File: src/hw/rtl/ctd_pkg.sv
// shared types and constants for the chunked transfer decoder
package ctd_pkg;

   localparam int SIZE_BITS = 32;

   localparam logic [7:0] CHAR_CR    = 8'h0d;
   localparam logic [7:0] CHAR_LF    = 8'h0a;
   localparam logic [7:0] CHAR_SEMI  = 8'h3b;
   localparam logic [7:0] CHAR_TAB   = 8'h09;
   localparam logic [7:0] CHAR_SPACE = 8'h20;

   typedef enum logic [2:0] {
      PH_SIZE   = 3'd0,
      PH_CR     = 3'd1,
      PH_DATA   = 3'd2,
      PH_TRAIL1 = 3'd3,
      PH_TRAIL2 = 3'd4,
      PH_DONE   = 3'd5,
      PH_ERROR  = 3'd6
   } phase_type;

   typedef enum logic [1:0] {
      ST_DATA  = 2'd0,
      ST_END   = 2'd1,
      ST_ERROR = 2'd2
   } status_type;

   // byte classification
   typedef struct packed {
      logic       is_cr;
      logic       is_lf;
      logic       is_ext;
      logic       is_hex;
      logic [3:0] nibble;
   } class_type;

   // result of one decode step
   typedef struct packed {
      logic       emit;
      logic [7:0] payload;
      status_type status;
   } result_type;

endpackage

File: src/hw/rtl/ctd_class.sv
// byte classifier: framing characters and hex digit value
module ctd_class
   import ctd_pkg::*;
(
   input  logic [7:0] body_byte,
   output class_type  cls
);

   logic is_digit;
   logic is_lower;
   logic is_upper;

   always_comb begin
      is_digit = (body_byte >= 8'h30) && (body_byte <= 8'h39);
      is_lower = (body_byte >= 8'h61) && (body_byte <= 8'h66);
      is_upper = (body_byte >= 8'h41) && (body_byte <= 8'h46);
      cls.is_cr  = (body_byte == CHAR_CR);
      cls.is_lf  = (body_byte == CHAR_LF);
      cls.is_ext = (body_byte == CHAR_SEMI) || (body_byte == CHAR_SPACE) ||
                   (body_byte == CHAR_TAB);
      cls.is_hex = is_digit || is_lower || is_upper;
      // letters a-f / A-F have low nibble 1..6
      cls.nibble = is_digit ? body_byte[3:0] : (body_byte[3:0] + 4'd9);
   end

endmodule

File: src/hw/rtl/ctd_core.sv
// framing state and single-step decode logic
module ctd_core
   import ctd_pkg::*;
(
   input  logic       clock,
   input  logic       reset,
   input  logic       step,
   input  logic [7:0] body_byte,
   output result_type res,
   output phase_type  phase
);

   class_type            cls;
   phase_type            phase_ff, phase_in;
   logic [SIZE_BITS-1:0] bytes_left_ff, bytes_left_in;
   logic [SIZE_BITS-1:0] bytes_dec;
   logic                 digit_seen_ff, digit_seen_in;
   logic                 in_ext_ff, in_ext_in;

   ctd_class u_class (
      .body_byte (body_byte),
      .cls       (cls)
   );

   assign phase = phase_ff;

   always_ff @(posedge clock) begin
      if (reset) begin
         phase_ff      <= PH_SIZE;
         bytes_left_ff <= '0;
         digit_seen_ff <= 1'b0;
         in_ext_ff     <= 1'b0;
      end else if (step) begin
         phase_ff      <= phase_in;
         bytes_left_ff <= bytes_left_in;
         digit_seen_ff <= digit_seen_in;
         in_ext_ff     <= in_ext_in;
      end
   end

   always_comb begin
      phase_in      = phase_ff;
      bytes_left_in = bytes_left_ff;
      digit_seen_in = digit_seen_ff;
      in_ext_in     = in_ext_ff;
      bytes_dec     = bytes_left_ff - SIZE_BITS'(1);
      res.emit      = 1'b0;
      res.payload   = 8'h00;
      res.status    = ST_DATA;
      unique case (phase_ff)
         PH_SIZE: begin
            if (cls.is_cr) begin
               phase_in = PH_CR;
            end else if (in_ext_ff) begin
               phase_in = PH_SIZE;
            end else if (cls.is_ext) begin
               in_ext_in = 1'b1;
            end else if (!cls.is_hex || (bytes_left_ff[SIZE_BITS-1 -: 4] != 4'h0)) begin
               phase_in   = PH_ERROR;
               res.emit   = 1'b1;
               res.status = ST_ERROR;
            end else begin
               bytes_left_in = {bytes_left_ff[SIZE_BITS-5:0], cls.nibble};
               digit_seen_in = 1'b1;
            end
         end
         PH_CR: begin
            if (cls.is_lf) begin
               if (!digit_seen_ff) begin
                  phase_in   = PH_ERROR;
                  res.emit   = 1'b1;
                  res.status = ST_ERROR;
               end else if (bytes_left_ff == '0) begin
                  phase_in   = PH_DONE;
                  res.emit   = 1'b1;
                  res.status = ST_END;
               end else begin
                  phase_in = PH_DATA;
               end
            end else if (!in_ext_ff) begin
               phase_in   = PH_ERROR;
               res.emit   = 1'b1;
               res.status = ST_ERROR;
            end else begin
               // lone cr inside an extension is skipped
               phase_in = cls.is_cr ? PH_CR : PH_SIZE;
            end
         end
         PH_DATA: begin
            bytes_left_in = bytes_dec;
            if (bytes_dec == '0) begin
               phase_in = PH_TRAIL1;
            end
            res.emit    = 1'b1;
            res.payload = body_byte;
            res.status  = ST_DATA;
         end
         PH_TRAIL1: begin
            phase_in = PH_TRAIL2;
         end
         PH_TRAIL2: begin
            phase_in      = PH_SIZE;
            bytes_left_in = '0;
            digit_seen_in = 1'b0;
            in_ext_in     = 1'b0;
         end
         default: begin
            phase_in = phase_ff;
         end
      endcase
   end

endmodule

File: src/hw/rtl/chunked_transfer_decoder_unit.sv
// top level of the chunked transfer decoder: input register, decode step, result register
//
// usage
//   req channel: one body byte per request on req_body_byte, taken when
//   req_valid and req_ready are both high. bytes are the raw chunked body
//   that follows the response headers.
//   rsp channel: zero or one result per request. rsp_status is data (0) with
//   the payload byte on rsp_payload_byte, end of body (1) or framing error (2).
//   a request is held in the input register after its acceptance edge; once
//   the result register is free, the decode step commits and its result, if
//   any, is registered in the result register and is then valid on rsp.
//   throughput: one request per cycle while rsp_ready keeps the result
//   register free; the decode step between the two registers is combinational.
//   reset: clears the input and result valids and returns the parser to the
//   start of a size line with a zero size.
//   stall: while rsp_ready is low and a result is held, the input register
//   keeps its byte and req_ready drops once it is full; nothing is dropped.
//   after an end or error result all later bytes are consumed silently.
module chunked_transfer_decoder_unit
   import ctd_pkg::*;
(
   input  logic       clock,
   input  logic       reset,
   input  logic       req_valid,
   output logic       req_ready,
   input  logic [7:0] req_body_byte,
   output logic       rsp_valid,
   input  logic       rsp_ready,
   output logic [7:0] rsp_payload_byte,
   output logic [1:0] rsp_status
);

   // input register
   logic       in_valid_ff, in_valid_in;
   logic [7:0] in_byte_ff;

   // result register
   logic       out_valid_ff, out_valid_in;
   logic [7:0] out_payload_ff;
   status_type out_status_ff;

   logic       out_free;
   logic       step;
   logic       req_take;
   result_type res;
   phase_type  phase;

   // result register can take a new entry when empty or being drained
   assign out_free  = !out_valid_ff || rsp_ready;
   // decode the buffered byte and commit its state update
   assign step      = in_valid_ff && out_free;
   assign req_ready = !in_valid_ff || step;
   assign req_take  = req_valid && req_ready;

   ctd_core u_core (
      .clock     (clock),
      .reset     (reset),
      .step      (step),
      .body_byte (in_byte_ff),
      .res       (res),
      .phase     (phase)
   );

   always_comb begin
      in_valid_in = in_valid_ff;
      if (req_take) begin
         in_valid_in = 1'b1;
      end else if (step) begin
         in_valid_in = 1'b0;
      end
      out_valid_in = out_valid_ff;
      if (step) begin
         out_valid_in = res.emit;
      end else if (rsp_ready) begin
         out_valid_in = 1'b0;
      end
   end

   always_ff @(posedge clock) begin
      if (reset) begin
         in_valid_ff  <= 1'b0;
         out_valid_ff <= 1'b0;
      end else begin
         in_valid_ff  <= in_valid_in;
         out_valid_ff <= out_valid_in;
      end
   end

   // payload registers, no reset needed
   always_ff @(posedge clock) begin
      if (req_take) begin
         in_byte_ff <= req_body_byte;
      end
      if (step && res.emit) begin
         out_payload_ff <= res.payload;
         out_status_ff  <= res.status;
      end
   end

   assign rsp_valid        = out_valid_ff;
   assign rsp_payload_byte = out_payload_ff;
   assign rsp_status       = out_status_ff;

   // end of body is terminal
   a_done_sticky: assert property (@(posedge clock) disable iff (reset)
      (phase == PH_DONE) |=> (phase == PH_DONE))
      else $error("parser left the done phase");

   // an error result is only produced together with the error phase
   a_error_phase: assert property (@(posedge clock) disable iff (reset)
      (rsp_valid && (rsp_status == ST_ERROR)) |-> (phase == PH_ERROR))
      else $error("error result without error phase");

   // a committed step whose result is a data byte came from the data phase
   a_data_from_data: assert property (@(posedge clock) disable iff (reset)
      (step && res.emit && (res.status == ST_DATA)) |-> (phase == PH_DATA))
      else $error("data result outside the data phase");

endmodule
File: config.mk
export PLATFORM = sky130hd
export DESIGN_NAME = chunked_transfer_decoder_unit
export DESIGN_NICKNAME = d
export VERILOG_FILES = /design/src/hw/rtl/ctd_pkg.sv /design/src/hw/rtl/ctd_class.sv /design/src/hw/rtl/ctd_core.sv /design/src/hw/rtl/chunked_transfer_decoder_unit.sv
export SDC_FILE = /design/constraint.sdc
export NUM_CORES = 1
export LEC_CHECK = 0
export ABC_AREA = 1
export BUFFER_PORTS_ARGS = -buffer_cell sky130_fd_sc_hd__clkbuf_2
export CAP_MARGIN = 20
export CORE_MARGIN = 8
export CORE_UTILIZATION = 35
export DETAILED_ROUTE_END_ITERATION = 6
export GPL_TIMING_DRIVEN = 0
export RECOVER_POWER = 25
export REMOVE_ABC_BUFFERS = 1
export SYNTH_ARGS = -nofsm -noshare
export SYNTH_HDL_FRONTEND = slang
export SYNTH_SLANG_ARGS = --single-unit
File: constraint.sdc
create_clock -name clock -period 4.98 [get_ports clock]
set_input_delay 0.498 -clock clock [delete_from_list [all_inputs] [get_ports clock]]
set_output_delay 0.498 -clock clock [all_outputs]
set_load 0.1 [all_outputs]
Word-level counts from Yosys, hierarchy flattened
Cells that the tools add are included.
- add/sub/neg operators: 2
- multipliers: 0
- divide/modulo/power cells: 0
- magnitude comparators: 6
- eq/ne operators: 16
- shift operators: 0
- mux-type cells: 48
- bitwise gates (word level): 0
- reduce and logical (&&, ||, !) cells: 29
- operators with widths (cell ; count):
    32-bit 2-to-1 mux ; 4
    32-bit one-hot mux with 3 select lines ; 1
    32-bit zero test ; 2
    32-bit by 1-bit subtractor with 32-bit output, second input constant ; 1
    3-bit 2-to-1 mux ; 9
    8-bit by 4-bit == test with 1-bit output, second input constant ; 3
    1-bit 2-to-1 mux ; 21
    8-bit by 6-bit == test with 1-bit output, second input constant ; 2
    8-bit by 7-bit >= comparator with 1-bit output, second input constant ; 2
    8-bit by 7-bit less-or-equal comparator with 1-bit output, second input constant ; 2
    3-bit one-hot mux with 5 select lines ; 1
    2-bit 2-to-1 mux ; 7
    6-bit AND reduction ; 2
    8-bit by 6-bit >= comparator with 1-bit output, second input constant ; 1
    8-bit by 6-bit less-or-equal comparator with 1-bit output, second input constant ; 1
    2-bit != test, second input constant ; 4
    1-bit logical OR ; 7
    3-bit by 2-bit == test with 1-bit output, second input constant ; 2
    1-bit logical AND ; 6
    2-bit nonzero test ; 3
    5-bit AND reduction ; 1
    5-bit nonzero test ; 1
    4-bit adder, second input constant ; 1
    4-bit 2-to-1 mux ; 1
    other kinds (13) ; 16
- flip-flop bits (word level): 57
- bits in latches: 0
- memory bits (writable): 0
- memory bits (read-only): 0
- input bits: 12
- output and inout port bits: 12
- word-level logic and storage cells: 110
- memories kept: 0

Logic depth before layout (Yosys ltp)
Gate-level depths: netlist (run 1).
- depth in word-level cells: 12
- mapped depth: 17
- depth with buffers taken out: 16

Hierarchy
Synthesis (run 1) repeated with hierarchy kept, for this count alone.
- cell total of the unflattened synthesis: 611
- area, all modules: 4036.4 um2
- modules (own cells, without submodules) (module ; times used ; cells an instance ; area an instance (um2)):
    ctd_core ; 1 ; 520 ; 3044.2
    chunked_transfer_decoder_unit ; 1 ; 36 ; 649.4
    ctd_class ; 1 ; 55 ; 342.8

Worst setup path before layout (run 1)
OpenSTA, ideal clock, no wires.
- kind: reg2reg
- start: reg out_valid_ff (netlist: rsp_valid)
- end: reg in_byte_ff[0] (enable)
- setup time: 0.279 ns
- arrival: 2.462 ns
- setup slack: 2.239 ns
- stages on the path, launching flop included: 4
- clock period less this slack: 2.741 ns
- cell sequence: dfxtp_1 nand3_1 nand2_1 inv_1
- cells in the longest elaborated chain, start to end: 5
- RTL lines (item ; line ; source):
    from (decl) ; chunked_transfer_decoder_unit.sv:38 ; logic out_valid_ff, out_valid_in;
    from (signal assigned) ; chunked_transfer_decoder_unit.sv:85 ; out_valid_ff <= out_valid_in;
    1-bit zero test ; chunked_transfer_decoder_unit.sv:49 ; assign out_free = !out_valid_ff || rsp_ready;
    1-bit logical OR ; chunked_transfer_decoder_unit.sv:49 ;
    1-bit logical AND ; chunked_transfer_decoder_unit.sv:51 ; assign step = in_valid_ff && out_free;
    1-bit logical OR ; chunked_transfer_decoder_unit.sv:52 ; assign req_ready = !in_valid_ff || step;
    named net req_ready ; chunked_transfer_decoder_unit.sv:25 ; output logic req_ready,
    1-bit logical AND ; chunked_transfer_decoder_unit.sv:53 ; assign req_take = req_valid && req_ready;
    to (signal assigned) ; chunked_transfer_decoder_unit.sv:92 ; in_byte_ff <= req_body_byte;
    to (decl) ; chunked_transfer_decoder_unit.sv:35 ; logic [7:0] in_byte_ff;
The timed path passes the listed nets, and every way through them passes these cells.
A chain may end at the register's enable or synchronous reset.

Final worst setup path (run 1)
- start: reg u_core.phase_ff[2] (netlist: u_core.phase[2])
- end: reg u_core.bytes_left_ff[24]
- cells in the longest elaborated chain, start to end: 3
- elaborated cells between the ends (all ways): 10
- those cells by class: eq/ne (6); mux (1); reduce/logical (3)
- RTL lines (item ; line ; source):
    from (decl) ; ctd_core.sv:14 ; phase_type phase_ff, phase_in;
    from (signal assigned) ; ctd_core.sv:34 ; phase_ff <= phase_in;
    3-bit == test, or another cell as far along ; ctd_core.sv:50 ; unique case (phase_ff)
    3-bit nonzero test (no line) / 2-bit != test (equally long branches) ; n/a ;
    6-bit AND reduction (no line) ; n/a ;
    to (signal assigned) ; ctd_core.sv:35 ; bytes_left_ff <= bytes_left_in;
    to (decl) ; ctd_core.sv:15 ; logic [SIZE_BITS-1:0] bytes_left_ff, bytes_left_in;
Parallel ways exist; a longest one is shown, timed or not.

==> metrics.md, run 1 <==
| Metric | Value |
|---|---|
| Core box area | between 10000 and 15000 sq um |
| Maximum VDD drop | roughly 220 uV |
| Area contributors post-synth | dfxtp_1 20%, nand2_1 15%, edfxtp_1 14% |
| Clock buffer depth | 2 |
| Worst Path Max Fanout | 32 |
| Average size of a mapped cell | ~6.3 sq um |
| Crit path from | u_core.phase[2] |
| Detailed-placement wirelength estimate | 8.36 mm |
| Reg-to-Reg Start | u_core.phase[2] |
| Placed cell area | about 4200 sq um |
| Internal power | around 1100 uW |
| Routed wire per std cell | ~14 um |
| Postcts setup bufs | 0 |
| Commonest cells after routing, fill and taps aside | 157 x nand2_1, 100 x nor2_1, 72 x inv_1, 39 x a21oi_1, 39 x dfxtp_1 |
| Final Cycle Share | between 60% and 70% |
| Combinational fraction of design power | 40.2% |
| #FFs+latches synth | 57 |
| CTS Buf Count | 9 |
| Power, Total | ~1900 uW |
| Crit-path max cell delay | between 0.4 and 0.5 ns |
| Number of remaining DRC errors | 0 |
| Die ar. | about 15000 sq um |
| Maxcap violations | 0 |
| ANT cells | 0 |
| Initial Util | 35.2% |
| Vias in the first global route | ~4000 |
| Worst Path Arrival | 3.46 ns |
| Pin count of the biggest net entering global routing | 36 |
| RSZ-0062 raised after global routing | false |
| Mapped Cells | a little over 600 |
| Worst endpoint required time | slightly above 5 ns |
| Die W | about 120 um |
| FMAX | ~310 MHz |
| GRT Overall Usage | between 15 and 20% |
| Hold Crit Start | req_body_byte[4] |
| Switching power | around 820 uW |
| Die Ht | 122 um |
| First-pass GRT wire length | roughly 19 mm |
| Top cell type's share of synthesized area | about a fifth |
| Post-Place Setup Slack | 1.15 ns |
| Crit-path slowest cell | nand3_1 |
| Synth warn | 0 |
| Initial antenna violation count | 0 |
| Root Buffer | clkbuf_16 |
| CP cell instances | inv_1 -> nand3_1 -> buf_8 -> inv_2 -> nor2_1 -> nor3_4 -> buf_8 -> inv_2 -> o21ai_0 -> a21oi_1 |
| Sequential power share | 28.6% |
| Setup tns final | 0 ns |
| Slew HR | roughly 42% |
| Sw frac | around two fifths |
| Setup ws final | roughly 1.7 ns |
| Most common cell after layout, fill and taps aside | nand2_1 |
| Worst skew pair latency | around 0.34 ns |
| Post-CTS Resized | 0 |
| Detailed Route WL | between 10 and 15 mm |
| Worst hold path class | in -> reg |
| Layout cell share with drive strength beyond 1 | 10.2% |
| Max-slew violations | 0 |
| Synth cell types | 30 |
| PortBufs | 23 |
| Startpoint Class | flop |
| CTS tree | done |
| Rows | 39 |
| H-tree depth | 3 |
| Fin. Hold Viols | 0 |
| Area grow syn2layout | 14.0% |
| Final Wtd Congestion | approximately 0.89 |
| Yosys top cell by area | dfxtp_1 |
| Reg clk slew, reported paths | approximately 0.06 ns |
| # nets final | 662 |
| Clock tree sinks | 57 |
| Clk pwr share | ~31% |
| First-pass DRT Iterations | 6 |
| Routed Antenna Nets | 0 |
| Final setup violating endpoints | 0 |
| DR iter-0 viols | ~370 |
| Final Critical Period | about 3.3 ns |
| Gr ovfl total | 0 |
| Final instance area | 4510 sq um |
| Status | completed |
| Via/cell ratio | roughly 5.2 |
| Vias after detailed routing | a little over 4000 |
| Tightest Pin Transition | 0.868 ns |
| Hold-fix buffers, CTS | 0 |
| CP Capture Type | flop |
| Num ports | 24 |
| Leak | between 0.002 and 0.0025 uW |
| Cell area after synthesis | roughly 4000 sq um |
| Pwr dens | ~430 nW/um^2 |
| Crit Path Class | reg -> reg |
| Register area share after synthesis | around a third |
| Worst Skew | 0.00656 ns |
[metrics by stage]
stage               std cells  hold WS, ns  util [%]
finish                    791        0.338      40.2
global route              791        0.328      40.2
CTS                       789        0.326      39.8
detailed placement        773        0.453      37.2
global placement          772        0.450      37.1
floorplan                 606        0.433         -
[power by group through the flow]
stage          clock network (uW)  registers [uW]  logic [uW]
6_report                      606             555         781
2_1_floorplan                   0             598         545
3_3_place_gp                    0             563         756
4_1_cts                       615             555         768
3_5_place_dp                    0             564         764
5_1_grt                       632             561         888
[metal layers]
layer	GRT usage [%]	vias to the layer above	routed length, um
met5	0	-	0
met4	6.47	0	212
met3	3.68	18	686
met2	25.8	132	5080
met1	20.5	1845	5310
li1	-	2092	-
[area by class of cell]
| class | instances | area [sq um] |
|---|---|---|
| flip-flops and latches | 57 | 1320 |
| inverters | 77 | 289 |
| fillers | 1230 | 6720 |
| multi-input cells | 472 | 2260 |
| clock buffers | 10 | 229 |
| repair buffers | 26 | 173 |
| well taps | 143 | 179 |
| clock inverters | 6 | 58.8 |
[registers in the layout, indices dropped and copies added (netlist names)]
register              flops
u_core.bytes_left_ff     32
in_byte_ff                8
rsp_payload_byte          8
u_core.phase              3
rsp_status                2
in_valid_ff               1
rsp_valid                 1
u_core.digit_seen_ff      1
u_core.in_ext_ff          1
[cell usage after synthesis, drive strengths merged]
| cell | instances |
|---|---|
| and3 | 1 |
| nor3 | 8 |
| edfxtp | 18 |
| ha | 7 |
| buf | 8 |
| or2 | 1 |
| inv | 77 |
| a31oi | 3 |
| nand2 | 161 |
| xor2 | 6 |
| o31ai | 1 |
| o22ai | 13 |
| clkbuf | 9 |
| a21oi | 39 |
| nand4 | 12 |
| a32oi | 1 |
| o21ai | 52 |
| dfxtp | 39 |
| nand3 | 37 |
| nor2 | 115 |
| nand3b | 1 |
| a22oi | 14 |
[path summary, 6_finish.rpt]
kind | end | slack, ns | depth (start not counted)
setup / recovery | u_core.bytes_left_ff[24] | 1.72 | 10
hold / removal | in_byte_ff[4] | 0.34 | 1
setup reg to reg | u_core.bytes_left_ff[24] | 1.72 | 10
hold reg to reg | u_core.digit_seen_ff | 0.48 | 2
[critical path: cells and delay by family (launching register included)]
family,cells,cell delay (ns)
AND/OR/NAND/NOR,3,1.11
buffers and inverters,5,1.38
flip-flops,1,0.32
AO/OA/AOI/OAI,2,0.30
[logic make-up after synthesis]
| family | after synthesis | synth area share, % |
|---|---|---|
| XOR/XNOR | 6 | 1.33 |
| AND/OR/NAND/NOR | 336 | 36.4 |
| adder cells (fa/ha/maj) | 7 | 2.21 |
| AO/OA/AOI/OAI | 123 | 17.1 |
| buffers and inverters | 94 | 9.52 |
| flip-flops | 57 | 33.4 |
Power figures use the tool's default switching activity.
==> run 2: changes to the inputs <==
clock period = 3 ns   (was 4.98 ns; I/O delays follow)
==> run 2 against run 1 <==
Net effect: worst hold slack got worse by 0.20 ns; global-route usage rose by 0.59 points; via count rose by 1.3%; register-to-register slack got worse by 1.4 ns; routed wire length rose by 4.6%; combinational power rose by 69%; critical path depth fell by 1; final cell count rose by 0.51%; first-iteration DRC count fell by 5.4%; total power rose by 67%; cell area rose by 0.92%; critical endpoint unchanged; sequential cell count did not move; largest cell class unchanged.
==> metrics.md, run 2 (same netlist as run 1, synthesis figures left out) <==
| Metric | Value |
|---|---|
| Leak | 0.00209 uW (+1.0%) |
| DR iter-0 viols | 351 (-5.4%) |
| ANT cells | 0 (unchanged) |
| Gr ovfl total | 0 (unchanged) |
| FF-to-FF setup slack | 0.32 ns (-1.40 ns) |
| R2R depth | 9 (-1) |
| Routed wire per std cell | 14.8 um (+4.1%) |
| Fin. Hold Viols | 0 (unchanged) |
| Power, Total | 3250 uW (+67%) |
| Hold Path End | in_byte_ff[4] |
| Final Cycle Share | 89.3% (+24 points) |
| Setup ws final | 0.322 ns (-1.40 ns) |
| Final Wtd Congestion | 0.893 (unchanged) |
| Die Ht | 122 um (unchanged) |
| Core box area | 11200 sq um (unchanged) |
| Clock buffer depth | 2 (unchanged) |
| RSZ-0062 raised after global routing | false |
| Via/cell ratio | 5.21 (+0.79%) |
| Pin count of the biggest net entering global routing | 36 (unchanged) |
| Reg-to-Reg Start | u_core.phase[2] |
| Worst Path Max Fanout | 32 (unchanged) |
| Sw frac | 42.3% (+0.32 points) |
| PortBufs | 23 (unchanged) |
| Initial antenna violation count | 0 (unchanged) |
| Max FFs per register | 32 (unchanged) |
| Crit Path Class | reg -> reg |
| Maximum VDD drop | 372 uV (+67%) |
| Final setup violating endpoints | 0 (unchanged) |
| Rows | 39 (unchanged) |
| Detailed Route WL | 11.8 mm (+4.6%) |
| Post-Place Setup Slack | -0.826 ns (-1.98 ns) |
| Vias in the first global route | 3985 (+0.53%) |
| First-pass DRT Iterations | 5 (-1) |
| Hold depth | 1 (unchanged) |
| Status | completed |
| Routed Antenna Nets | 0 (unchanged) |
| Max-slew violations | 0 (unchanged) |
| Sequential power share | 28.4% (-0.2 points) |
| Num ports | 24 (unchanged) |
| Worst skew pair latency | 0.34 ns (about the same) |
| Clock tree sinks | 57 (unchanged) |
| CTS Buf Count | 9 (unchanged) |
| Placed cell area | 4180 sq um (unchanged) |
| Post-Layout Cell Count | 795 (+0.51%) |
| Worst Skew | 0.00678 ns (+0.000222 ns) |
| First-pass GRT wire length | 19.6 mm (+3.0%) |
| Die W | 122 um (unchanged) |
| Startpoint Class | flop |
| Final Critical Period | 2.68 ns (-0.577 ns) |
| Worst endpoint required time | 3.20 ns (-1.98 ns) |
| Switching power | 1370 uW (+69%) |
| Footprint of the multi-input gates | 2280 sq um (+1.2%) |
| Dpl cells | 773 (unchanged) |
| CTS tree | done |
| M2 GR Usage | 26.7% (+0.96 points) |
| Hold Crit Start | req_body_byte[4] |
| Pwr dens | 715 nW/um^2 (+66%) |
| Layout cell share with drive strength beyond 1 | 10.9% (+0.70 points) |
| Largest Register | u_core.bytes_left_ff |
| Vias after detailed routing | 4140 (+1.3%) |
| Reg clk slew, reported paths | 0.06 ns (about the same) |
| Most common cell after layout, fill and taps aside | nand2_1 |
| Commonest cells after routing, fill and taps aside | 157 x nand2_1, 100 x nor2_1, 72 x inv_1, 39 x a21oi_1, 39 x dfxtp_1 |
| Internal power | 1880 uW (+66%) |
| Worst hold path class | in -> reg |
| R2R Path End | u_core.bytes_left_ff[24] |
| Final instance area | 4550 sq um (+0.92%) |
| # nets final | 666 (+0.60%) |
| H-tree depth | 3 (unchanged) |
| Met3 GRT Util | 3.77% (+0.092 points) |
| GRT Overall Usage | 16.7% (+0.59 points) |
| Most Crowded Layer GR | met2 |
| Fill cells | 1227 (-0.24%) |
| Initial Util | 35.2% (unchanged) |
| Combinational fraction of design power | 40.6% (+0.4 points) |
| Number of remaining DRC errors | 0 (unchanged) |
| Maxcap violations | 0 (unchanged) |
| CP Capture Type | flop |
| Clk pwr share | 31.0% (-0.2 points) |
| Worst Path Arrival | 2.88 ns (-0.58 ns) |
| Met1 usage | 21.4% (+0.81 points) |
| Root Buffer | clkbuf_16 |
| Area grow syn2layout | 15.0% |
| Register area | 1320 sq um (unchanged) |
| Die ar. | 15000 sq um (unchanged) |
| Tightest Pin Transition | 0.564 ns (-0.303 ns) |
| Slew HR | 62.3% (+20 points) |
| Detailed-placement wirelength estimate | 8.36 mm (unchanged) |
| FMAX | 373 MHz (+22%) |
## run 2: power groups by stage
| stage | clock network [uW] | registers, uW | logic [uW] |
|---|---|---|---|
| after floorplan | 0 | 993 | 904 |
| after global placement | 0 | 935 | 1250 |
| after detailed placement | 0 | 936 | 1270 |
| after CTS | 1020 | 921 | 1290 |
| after global routing | 1050 | 931 | 1490 |
| final | 1010 | 923 | 1320 |
## run 2: layout make-up
class                           instances  area share (%)
Sequential cell                        57            29.1
Tap cell                              143            3.93
Multi-Input combinational cell        473            50.2
Clock inverter                          6            1.29
Clock buffer                           10            5.03
Inverter                               77            6.35
Timing Repair Buffer                   29            4.13
## run 2: worst max-delay path by stage
stage               startpoint                        to  slack [ns]
2_1_floorplan  u_core.phase[2]  u_core.bytes_left_ff[22]        0.18
3_3_place_gp   u_core.phase[2]  u_core.bytes_left_ff[22]       -1.26
3_5_place_dp   u_core.phase[2]  u_core.bytes_left_ff[24]       -0.83
4_1_cts        u_core.phase[2]  u_core.bytes_left_ff[14]        0.05
5_1_grt        u_core.phase[2]  u_core.bytes_left_ff[24]        0.12
6_report       u_core.phase[2]  u_core.bytes_left_ff[24]        0.32
## run 2: stage by stage
step / TNS (ns) / hold WS [ns] / util (%)
floorplan: 0 / 0.369 / -
global placement: -29.21 / 0.450 / 37.1
detailed placement: -15.29 / 0.453 / 37.2
CTS: 0 / 0.128 / 40.0
global route: 0 / 0.130 / 40.5
finish: 0 / 0.138 / 40.5
## run 2: repair_timing
action	in CTS	in global routing
hold endpoints to repair	0	0
resized for setup	2	1
pin swaps	1	1
setup buffers	1	3
hold buffers	0	0
setup endpoints to repair	32	32
gates cloned	1	0
## run 2: metal layers
metal,share of wire (%),up-vias
li1,-,2093
met2,45,142
met3,6.6,18
met5,0,-
met1,46,1887
met4,1.8,0
## run 2: critical path, stage by stage (launching register included)
cell and delay [ns]:
dfxtp_1 0.32, inv_1 0.16, nand3_2 0.34, buf_8 0.28
inv_2 0.37, nor2_1 0.25, nor3_4 0.23, inv_2 0.27
o21ai_0 0.25, a21oi_1 0.06
